## config.mk

```make
export PLATFORM = sky130hd
export DESIGN_NAME = edit_script_to_alignment_flat
export DESIGN_NICKNAME = d
export VERILOG_FILES = /design/src/rtl/esa_pkg.sv /design/src/rtl/esa_ifs.sv /design/src/rtl/edit_script_to_alignment.sv /design/src/flat_wrapper.sv
export SDC_FILE = /design/constraint.sdc
export NUM_CORES = 1
export LEC_CHECK = 0
export ABC_CLOCK_PERIOD_IN_PS = 8390
export BUFFER_PORTS_ARGS = -buffer_cell sky130_fd_sc_hd__buf_4
export CAP_MARGIN = 20
export CELL_PAD_IN_SITES_DETAIL_PLACEMENT = 1
export CELL_PAD_IN_SITES_GLOBAL_PLACEMENT = 1
export CORE_MARGIN = 3
export CORE_UTILIZATION = 45
export DETAILED_ROUTE_END_ITERATION = 6
export PLACE_DENSITY = 0.77
export SETUP_SLACK_MARGIN = 0.15
export SLEW_MARGIN = 25
export SYNTH_ARGS = -nofsm -noshare
export SYNTH_HDL_FRONTEND = slang
export SYNTH_SLANG_ARGS = --single-unit
```

## constraint.sdc

```tcl
create_clock -name i_clk -period 8.39 [get_ports i_clk]
set_input_delay 1.678 -clock i_clk [delete_from_list [all_inputs] [get_ports i_clk]]
set_output_delay 1.678 -clock i_clk [all_outputs]
set_load 0.03 [all_outputs]
```

## src/rtl/esa_pkg.sv

```systemverilog
// Package for the edit-script to alignment converter.
// Holds the configuration register indexes and their type; no dependencies.
package esa_pkg;

    localparam int CFG_IDX_W = 1;

    typedef logic [CFG_IDX_W-1:0] t_cfg_idx;

    localparam t_cfg_idx REG_LEN_FIRST  = t_cfg_idx'(0);
    localparam t_cfg_idx REG_LEN_SECOND = t_cfg_idx'(1);

endpackage

```

## src/rtl/esa_ifs.sv

```systemverilog
// Valid/ready channel interfaces of the edit-script to alignment converter.
// Depends on esa_pkg for the configuration index type.
interface esa_op_if #(parameter int OP_W = 17);
    logic                   valid;
    logic                   ready;
    logic signed [OP_W-1:0] edit_op;

    modport source (output valid, output edit_op, input ready);
    modport sink   (input valid, input edit_op, output ready);
endinterface

interface esa_res_if #(parameter int POS_W = 17, parameter int CNT_W = 16);
    logic             valid;
    logic             ready;
    logic             pair_valid;
    logic [POS_W-1:0] pos_first;
    logic [POS_W-1:0] pos_second;
    logic             done_res;
    logic [POS_W-1:0] aligned_length;
    logic [CNT_W-1:0] pair_count;

    modport source (output valid, output pair_valid, output pos_first, output pos_second,
                    output done_res, output aligned_length, output pair_count,
                    input ready);
    modport sink   (input valid, input pair_valid, input pos_first, input pos_second,
                    input done_res, input aligned_length, input pair_count,
                    output ready);
endinterface

interface esa_cfg_if #(parameter int DATA_W = 16);
    logic              valid;
    logic              ready;
    esa_pkg::t_cfg_idx index;
    logic [DATA_W-1:0] data;

    modport source (output valid, output index, output data, input ready);
    modport sink   (input valid, input index, input data, output ready);
endinterface

```

## src/rtl/edit_script_to_alignment.sv

```systemverilog
// Edit-script to alignment converter: turns signed edit-script beats into aligned pairs.
// Ops pass the input register, then the result register; one op per cycle while the result sink is ready.
// The position and count registers update once for each op that moves to the result register.
// An input register and a result register keep both sides moving under back-pressure.
// Synchronous active-low reset clears the pipeline and state and sets both lengths to one.
// Depends on esa_pkg and the channel interfaces in esa_ifs.sv.
module edit_script_to_alignment #(
    parameter int POS_BITS = 16
) (
    input  logic       i_clk,
    input  logic       i_rst_n,
    esa_op_if.sink     i_op,
    esa_res_if.source  o_res,
    esa_cfg_if.sink    i_cfg
);

    localparam int POS_W = POS_BITS + 1;
    localparam int CNT_W = POS_BITS;

    function automatic logic [POS_W-1:0] f_sat_add(input logic [POS_W-1:0] a,
                                                   input logic [POS_W-1:0] b);
        logic [POS_W:0] s;
        s = {1'b0, a} + {1'b0, b};
        return s[POS_W] ? {POS_W{1'b1}} : s[POS_W-1:0];
    endfunction

    logic [CNT_W-1:0] r_len_first;
    logic [CNT_W-1:0] r_len_second;

    logic             r_in_valid;
    logic [POS_W-1:0] r_op;

    logic [POS_W-1:0] r_first;
    logic [POS_W-1:0] r_second;
    logic [CNT_W-1:0] r_pairs;
    logic [POS_W-1:0] r_length;

    logic             r_out_valid;
    logic             r_pair_valid;
    logic [POS_W-1:0] r_pos_first;
    logic [POS_W-1:0] r_pos_second;
    logic             r_done;
    logic [POS_W-1:0] r_aligned_length;
    logic [CNT_W-1:0] r_pair_count;

    logic [POS_W-1:0] n_first;
    logic [POS_W-1:0] n_second;
    logic [CNT_W-1:0] n_pairs;
    logic [POS_W-1:0] n_length;
    logic             n_pair_valid;
    logic [POS_W-1:0] n_pos_first;
    logic [POS_W-1:0] n_pos_second;
    logic             n_done;
    logic [POS_W-1:0] n_aligned_length;
    logic [CNT_W-1:0] n_pair_count;

    logic             advance;
    logic             in_beat;

    assign advance     = r_in_valid && (!r_out_valid || o_res.ready);
    assign i_op.ready  = !r_in_valid || advance;
    assign in_beat     = i_op.valid && i_op.ready;
    assign i_cfg.ready = 1'b1;

    assign o_res.valid          = r_out_valid;
    assign o_res.pair_valid     = r_pair_valid;
    assign o_res.pos_first      = r_pos_first;
    assign o_res.pos_second     = r_pos_second;
    assign o_res.done_res       = r_done;
    assign o_res.aligned_length = r_aligned_length;
    assign o_res.pair_count     = r_pair_count;

    always_comb begin
        logic             neg;
        logic [POS_W-1:0] mag;
        logic [POS_W-1:0] len_first_ext;
        logic [POS_W-1:0] len_second_ext;
        neg            = r_op[POS_W-1];
        mag            = neg ? (~r_op + POS_W'(1)) : r_op;
        len_first_ext  = {1'b0, r_len_first};
        len_second_ext = {1'b0, r_len_second};

        n_first      = r_first;
        n_second     = r_second;
        n_pairs      = r_pairs;
        n_length     = r_length;
        n_pair_valid = 1'b0;

        if (r_first == '0 && r_second == '0 && mag != '0) begin
            if (neg) begin
                n_first = f_sat_add(r_first, mag);
            end else begin
                n_second = f_sat_add(r_second, mag);
            end
        end else if (r_first >= len_first_ext || r_second >= len_second_ext) begin
            n_first  = len_first_ext;
            n_second = len_second_ext;
        end else if (mag == '0) begin
            n_first      = f_sat_add(r_first, POS_W'(1));
            n_second     = f_sat_add(r_second, POS_W'(1));
            n_length     = f_sat_add(r_length, POS_W'(1));
            n_pairs      = (r_pairs == {CNT_W{1'b1}}) ? r_pairs : r_pairs + CNT_W'(1);
            n_pair_valid = 1'b1;
        end else if (!neg) begin
            n_second = f_sat_add(r_second, mag);
            n_length = f_sat_add(r_length, mag);
        end else begin
            n_first  = f_sat_add(r_first, mag);
            n_length = f_sat_add(r_length, mag);
        end

        n_done           = n_first >= len_first_ext && n_second >= len_second_ext;
        n_pos_first      = n_pair_valid ? n_first : '0;
        n_pos_second     = n_pair_valid ? n_second : '0;
        n_aligned_length = n_done ? n_length : '0;
        n_pair_count     = n_done ? n_pairs : '0;

        if (n_done) begin
            n_first  = '0;
            n_second = '0;
            n_pairs  = '0;
            n_length = '0;
        end
    end

    always_ff @(posedge i_clk) begin
        if (!i_rst_n) begin
            r_len_first  <= CNT_W'(1);
            r_len_second <= CNT_W'(1);
        end else if (i_cfg.valid && i_cfg.ready) begin
            unique case (i_cfg.index)
                esa_pkg::REG_LEN_FIRST:  r_len_first  <= i_cfg.data;
                esa_pkg::REG_LEN_SECOND: r_len_second <= i_cfg.data;
                default: ;
            endcase
        end
    end

    always_ff @(posedge i_clk) begin
        if (!i_rst_n) begin
            r_in_valid  <= 1'b0;
            r_out_valid <= 1'b0;
            r_first     <= '0;
            r_second    <= '0;
            r_pairs     <= '0;
            r_length    <= '0;
        end else begin
            if (in_beat) begin
                r_in_valid <= 1'b1;
            end else if (advance) begin
                r_in_valid <= 1'b0;
            end
            if (advance) begin
                r_out_valid <= 1'b1;
                r_first     <= n_first;
                r_second    <= n_second;
                r_pairs     <= n_pairs;
                r_length    <= n_length;
            end else if (o_res.ready) begin
                r_out_valid <= 1'b0;
            end
        end
    end

    always_ff @(posedge i_clk) begin
        if (in_beat) begin
            r_op <= i_op.edit_op;
        end
        if (advance) begin
            r_pair_valid     <= n_pair_valid;
            r_pos_first      <= n_pos_first;
            r_pos_second     <= n_pos_second;
            r_done           <= n_done;
            r_aligned_length <= n_aligned_length;
            r_pair_count     <= n_pair_count;
        end
    end

`ifndef NO_ASSERTIONS
    a_pair_positions: assert property (@(posedge i_clk) disable iff (!i_rst_n)
        (o_res.valid && o_res.pair_valid) |-> (o_res.pos_first != '0 && o_res.pos_second != '0))
        else $error("Aligned pair beat carries a zero position.");

    a_totals_only_when_done: assert property (@(posedge i_clk) disable iff (!i_rst_n)
        (o_res.valid && !o_res.done_res) |->
            (o_res.aligned_length == '0 && o_res.pair_count == '0))
        else $error("Totals are nonzero on a beat without done.");

    a_clear_after_done: assert property (@(posedge i_clk) disable iff (!i_rst_n)
        (advance && n_done) |=>
            (r_first == '0 && r_second == '0 && r_pairs == '0 && r_length == '0))
        else $error("State was not cleared after a finished script.");

    a_stall_only_when_full: assert property (@(posedge i_clk) disable iff (!i_rst_n)
        !i_op.ready |-> (r_in_valid && r_out_valid && !o_res.ready))
        else $error("Input stalled while the pipeline had room.");
`endif

endmodule

```

## src/flat_wrapper.sv

```systemverilog
// flat-port wrapper written by rule: the top's interface ports become plain ports
module edit_script_to_alignment_flat 
#(
    parameter int POS_BITS = 16
)
  (i_clk, i_rst_n, i_op_valid, i_op_edit_op, i_op_ready, o_res_valid, o_res_pair_valid, o_res_pos_first, o_res_pos_second, o_res_done_res, o_res_aligned_length, o_res_pair_count, o_res_ready, i_cfg_valid, i_cfg_index, i_cfg_data, i_cfg_ready);
  esa_op_if #(.OP_W(17)) i_op_i ();
  esa_res_if #(.POS_W(17), .CNT_W(16)) o_res_i ();
  esa_cfg_if #(.DATA_W(16)) i_cfg_i ();
  input  logic i_clk;
  input  logic i_rst_n;
  input wire logic [$bits(i_op_i.valid)-1:0] i_op_valid;
  input wire logic [$bits(i_op_i.edit_op)-1:0] i_op_edit_op;
  output wire logic [$bits(i_op_i.ready)-1:0] i_op_ready;
  output wire logic [$bits(o_res_i.valid)-1:0] o_res_valid;
  output wire logic [$bits(o_res_i.pair_valid)-1:0] o_res_pair_valid;
  output wire logic [$bits(o_res_i.pos_first)-1:0] o_res_pos_first;
  output wire logic [$bits(o_res_i.pos_second)-1:0] o_res_pos_second;
  output wire logic [$bits(o_res_i.done_res)-1:0] o_res_done_res;
  output wire logic [$bits(o_res_i.aligned_length)-1:0] o_res_aligned_length;
  output wire logic [$bits(o_res_i.pair_count)-1:0] o_res_pair_count;
  input wire logic [$bits(o_res_i.ready)-1:0] o_res_ready;
  input wire logic [$bits(i_cfg_i.valid)-1:0] i_cfg_valid;
  input wire logic [$bits(i_cfg_i.index)-1:0] i_cfg_index;
  input wire logic [$bits(i_cfg_i.data)-1:0] i_cfg_data;
  output wire logic [$bits(i_cfg_i.ready)-1:0] i_cfg_ready;
  assign i_op_i.valid = i_op_valid;
  assign i_op_i.edit_op = i_op_edit_op;
  assign i_op_ready = i_op_i.ready;
  assign o_res_valid = o_res_i.valid;
  assign o_res_pair_valid = o_res_i.pair_valid;
  assign o_res_pos_first = o_res_i.pos_first;
  assign o_res_pos_second = o_res_i.pos_second;
  assign o_res_done_res = o_res_i.done_res;
  assign o_res_aligned_length = o_res_i.aligned_length;
  assign o_res_pair_count = o_res_i.pair_count;
  assign o_res_i.ready = o_res_ready;
  assign i_cfg_i.valid = i_cfg_valid;
  assign i_cfg_i.index = i_cfg_index;
  assign i_cfg_i.data = i_cfg_data;
  assign i_cfg_ready = i_cfg_i.ready;
  edit_script_to_alignment #(.POS_BITS(POS_BITS)) u_core (.i_clk(i_clk), .i_rst_n(i_rst_n), .i_op(i_op_i), .o_res(o_res_i), .i_cfg(i_cfg_i));
endmodule
```

# After elaboration in Yosys (flattened, before gate mapping)
# Cells that the tools add are included.
# totals
regBits,187
input_bits,39
out_inout_bits,72
wordCells,81
# op_classes
n_addsub,8
magnitude_cmp,4
eq_ne,1
muxes,33
bitwise_logic,2
reduce_logical,18
# ops
cell,count
$mux 17,21
$mux 16,5
$ge 17x16->1,4
$add 17x1->18 const B,3
$add 17x17->18,3
$logic_not 17->1,3
$add 17x1->17 const B,1
$not 17->17,1
$reduce_bool 17->1,1
$add 16x1->16 const B,1
$eq 16x16->1 const B,1
$mux 1,7
$logic_and 1x1->1,5
$reduce_and 2->1,2
$reduce_bool 2->1,2
$logic_or 1x1->1,3
$logic_not 1->1,2
$not 1->1,1

# Depth between registers and ports, before layout
# logic_depth
depth_word,12
ltp_mapped,31
depth_no_buf,27

# Worst setup path before layout
# No wires, ideal clock.
# synth_path
path_type,reg2reg
from,register u_core.r_op[16]
to,"register u_core.r_aligned_length[15] (netlist: u_core.o_res.aligned_length[15]), data pin"
setup_ns,0.150
arrival_time_ns,6.411
slack_ns,1.829
stages_incl_launch_ff,31
synth_period_minus_slack_ns,6.561
path_cell_list,edfxtp_1 -> clkbuf_1 -> clkbuf_1 -> buf_1 -> clkbuf_1 -> clkbuf_1 -> o21ai_0 -> ha_1 -> a211oi_1 -> nor2_1 -> o31a_1 -> a31o_2 -> a31o_2 -> clkbuf_1 -> o22ai_1 -> nor2_1 -> a222oi_1 -> inv_1 -> ha_1 -> nand3_1 -> o22ai_1 -> o211ai_1 -> a211o_1 -> o211ai_1 -> a211o_1 -> o31ai_2 -> or2_1 -> buf_4 -> buf_4 -> buf_6 -> nor3_2
# synth_between
elab_chain_len,11
# synth_rtl
element,line_no,rtl
"start, declared",edit_script_to_alignment.sv:31,logic [POS_W-1:0] r_op;
"start signal, assigned",edit_script_to_alignment.sv:167,r_op <= i_op.edit_op;
$not 17->17,edit_script_to_alignment.sv:79,mag = neg ? (~r_op + POS_W'(1)) : r_op;
$add 17x1->17,edit_script_to_alignment.sv:79,
$mux 17,edit_script_to_alignment.sv:79,
$add 17x17->18,edit_script_to_alignment.sv:23,"s = {1'b0, a} + {1'b0, b};"
$mux 17,edit_script_to_alignment.sv:24,return s[POS_W] ? {POS_W{1'b1}} : s[POS_W-1:0];
$mux 17,"edit_script_to_alignment.sv:90, edit_script_to_alignment.sv:104",
$mux 17,edit_script_to_alignment.sv:98,end else if (mag == '0) begin
$mux 17,edit_script_to_alignment.sv:95,end else if (r_first >= len_first_ext || r_second >= len_second_ext) begin
$mux 17,edit_script_to_alignment.sv:89,if (r_first == '0 && r_second == '0 && mag != '0) begin
$ge 17x16->1,edit_script_to_alignment.sv:112,n_done = n_first >= len_first_ext && n_second >= len_second_ext;
$logic_and 1x1->1,edit_script_to_alignment.sv:112,
"end signal, assigned",edit_script_to_alignment.sv:174,r_aligned_length <= n_aligned_length;
"end, declared",edit_script_to_alignment.sv:43,logic [POS_W-1:0] r_aligned_length;
# Several ways; a longest one is shown, not always the timed one.
# A chain may end at the register's enable or synchronous reset.

# Final worst setup path
# layout_path
from,register u_core.r_op[0]
to,"register u_core.r_aligned_length[12] (netlist: u_core.o_res.aligned_length[12]), data pin"
# layout_between
elab_chain_len,11
# layout_rtl
element,line_no
$not 17->17,edit_script_to_alignment.sv:79
$add 17x1->17,edit_script_to_alignment.sv:79
$mux 17 *,edit_script_to_alignment.sv:79
$add 17x17->18,edit_script_to_alignment.sv:23
$mux 17,edit_script_to_alignment.sv:24
$mux 17,"edit_script_to_alignment.sv:90, edit_script_to_alignment.sv:104"
$mux 17,edit_script_to_alignment.sv:98
$mux 17,edit_script_to_alignment.sv:95
$mux 17,edit_script_to_alignment.sv:89
$ge 17x16->1,edit_script_to_alignment.sv:112
$logic_and 1x1->1,edit_script_to_alignment.sv:112
# Every way passes the cells marked *; elsewhere a longest branch is shown, timed or not.

==> out/results.ini <==
[clocking]
cts_htree_levels = 4
clkTransAtPathRegs_ps = 80
cts.sinks = 187
cts_buffers = 17
cts_resized = 0
cts_root_buffer = clkbuf_16
clock_latency_ps = 460
post-cts-setup-buffers = 0
hold_buffers = 0
cts_buffer_depth = 2
cts_tree = built

[grt]
grt-ovfl-total = 0
antenna_found_initial = 0
first_global_vias = 13100
grt_max_degree = 54
grt_pass1_wl_um = 74600
gr-usage-all-layers_pct = 28.7

[min_path]
hp-class = reg -> reg

[route]
drtIter0Drc = 1042
wl_per_cell_um = 23.4
routed.top_layer = met4
wl_met1_um = 21700
wl_met3_um = 2760
drtAntennaViolNets = 0
firstDrtPassIters = 6
drcViolationCount = 0
avgViaCountPerCell = 6.40
wl_met2_um = 21400
via_count = 12900
drt_wl_total_um = 47300

[sta]
post-route-min-period_ps = 7350
min_period_over_period_pct = 87.6
rsz0062_at_grt = no
timing.fmax_ghz = 0.136
relSlewSlack_pct = 30.0
setup_violations = 0
hold_violations = 0
worst_pin_slew_ps = 1050
setup_ws_ps = 1040
setup_tns_ps = 0
maxSlewViolCount = 0
finClkSkew_ps = 15.6

[power_and_ir_drop]
switching_share_pct = 48.5
power_frac_comb_pct = 57.4
internal_power_mw = 2.49
clock_power_share_pct = 17.9
switchingPower_mw = 2.35
power_leakage_nw = 5.96
vdd_drop_max_mv = 0.329
power_density_nw_per_um2 = 317
power_frac_seq_pct = 24.7

[cells_and_area]
diodes = 0
area_growth_pct = 12.8
fillers = 3498
fin_nets = 1788
multi_input_area_um2 = 8310
drive_above_1_share_pct = 12.3
ff_latch_area_um2 = 4600

[floorplanning]
row_count = 62
die_w_um = 179
core_um2 = 29200
ioPinCount = 111
die_h_um = 179
start_util_pct = 46.4
dieArea_um2 = 32200

[synth]
synth_top_family_by_area = compound AO/OA/AOI/OAI gates
ys_seq_elements = 187
muxShareOfSynthArea_pct = 0.693
yosys.area_share.simple_pct = 18.4
netlist-cell-type-count = 87
synth_xor_area_share_pct = 5.95
yosysSeqAreaShare_pct = 34.0
synth_ff_type = dfxtp_1
syn_avg_cell_area_um2 = 8.70
synth_async_sr_flop_share_pct = 0
synthAdderAreaFrac_pct = 11.8
synth_edf_count = 86
syn_area_um2 = 13500
ys_warn_count = 0
syn_inst = 1557
synth_compound_area_share_pct = 24.3
synth_nets = 1722

[placement]
routabilityCongestion = 0.935
dp_slack_ps = 1190
dpl.hpwl_um = 35200
port_buffers = 109

[outcome]
outcome = finished, final reports clean

[setup_path]
path_delay_family = compound AO/OA/AOI/OAI gates
worst_path_max_delay_cell = a222oi_1
worstPathBufferInverterCount = 3
startpoint_type = flop
cp-end-kind = flop
crit_arrival_ps = 7560
crit_required_ps = 8600
cpPeakStageDelay_ps = 640
critPathMostFrequentCell = ha_1
worstPathMaxFanout = 27
path_class = reg -> reg

[job]
max_cap_violations = 0

## sequential cells by signal (all words and copies together) (netlist names), 16 cells and up
name	cells
u_core.o_res.aligned_length	17
u_core.o_res.pos_second	17
u_core.o_res.pair_count	16
u_core.r_length	17
u_core.r_op	17
u_core.r_len_first	16
u_core.r_second	17
u_core.r_first	17
u_core.o_res.pos_first	17
u_core.r_len_second	16
u_core.r_pairs	16
## power by group through the flow
stage               logic, mW  clock network, mW  registers, mW
detailed placement       2.74                  0           1.21
global route             3.04              0.921           1.21
floorplan                1.84                  0           1.28
global placement         2.66                  0           1.21
CTS                      2.76              0.885           1.19
finish                   2.78              0.869           1.19
## cells in the final DEF, fill, tap and decap left out, types with 8 or more instances in the layout
cell type,n
o22ai_1,37
nand2b_1,9
o21ai_0,65
nor3_1,32
buf_4,128
nand3_1,63
a32o_1,38
dfxtp_1,101
a211o_1,24
and4_1,8
inv_1,70
and2_1,21
nand4_1,33
ha_1,123
xnor2_1,62
a21o_1,22
o21a_1,12
a211oi_1,26
nor2_1,122
a2bb2oi_1,10
and3_1,17
nand2_1,151
nor2b_1,11
o211ai_1,9
a21oi_1,131
nor4_1,12
xor2_1,30
clkbuf_16,18
edfxtp_1,86
## routing by layer
metal  vias to the layer above  track usage, %
met5                         -               0
met4                         0            9.90
met3                        75            4.16
met2                       449            45.3
met1                      6423            40.4
li1                       5983               -
## worst min-delay path, delay by kind of cell, from the launching register on
kind             cells  cell delay (ps)
AO/OA/AOI/OAI        1               50
flip-flops           1              320
AND/OR/NAND/NOR      1               50
## Yosys cell counts, types with 22 or more instances
master    number  share of area, %
o22ai_1       37               1.7
nand3_1       63               2.3
clkbuf_1      51               1.4
nand2_1      151               4.2
xnor2_1       62               4.0
dfxtp_1      101                15
edfxtp_1      86                19
inv_1         71               2.0
a211oi_1      26               1.4
and2_1        22               1.0
nor2_1       125               3.5
a32o_1        38               2.8
o21ai_0       67               2.5
a21oi_1      131               4.8
nand4_1       33               1.5
ha_1         123                11
xor2_1        30               1.9
a211o_1       24               1.6
nor3_1        32               1.2
a21o_1        22               1.2
## cell type report
class	instances	share of cell area (%)
clock inverter	14	1.12
tap	384	3.15
timing repair buffer	129	6.42
multi-input combinational	1215	54.4
clock buffer	18	2.95
inverter	73	1.82
sequential	187	30.1
## per-stage QoR
step           utilization [%]  power, mW  instances  hold slack, ps  area (um^2)
6_report                  52.4       4.85       2020             467        15300
5_1_grt                   52.4       5.17       2020             491        15300
4_1_cts                   52.4       4.84       2020             468        15300
3_5_place_dp              50.2       3.95       1988             456        14700
3_3_place_gp              50.2       3.87       1988             444        14600
2_1_floorplan                -       3.13       1557             436        13500
## worst paths after layout
path / start / cells after the start / slack [ps] / to
setup / recovery: u_core.r_op[0] / 26 / 1040 / u_core.o_res.aligned_length[12]
hold / removal: u_core.r_len_second[15] / 2 / 470 / u_core.r_len_second[15]
setup reg to reg: u_core.r_op[0] / 26 / 1040 / u_core.o_res.aligned_length[12]
hold reg to reg: u_core.r_len_second[15] / 2 / 470 / u_core.r_len_second[15]
## cell families after synthesis
kind of cell             after synthesis
adder cells (fa/ha/maj)              126
AO/OA/AOI/OAI                        473
XOR/XNOR                              92
other                                  1
AND/OR/NAND/NOR                      514
buffers and inverters                155
flip-flops                           187
multiplexers                           9
Power figures use the tool's default switching activity.
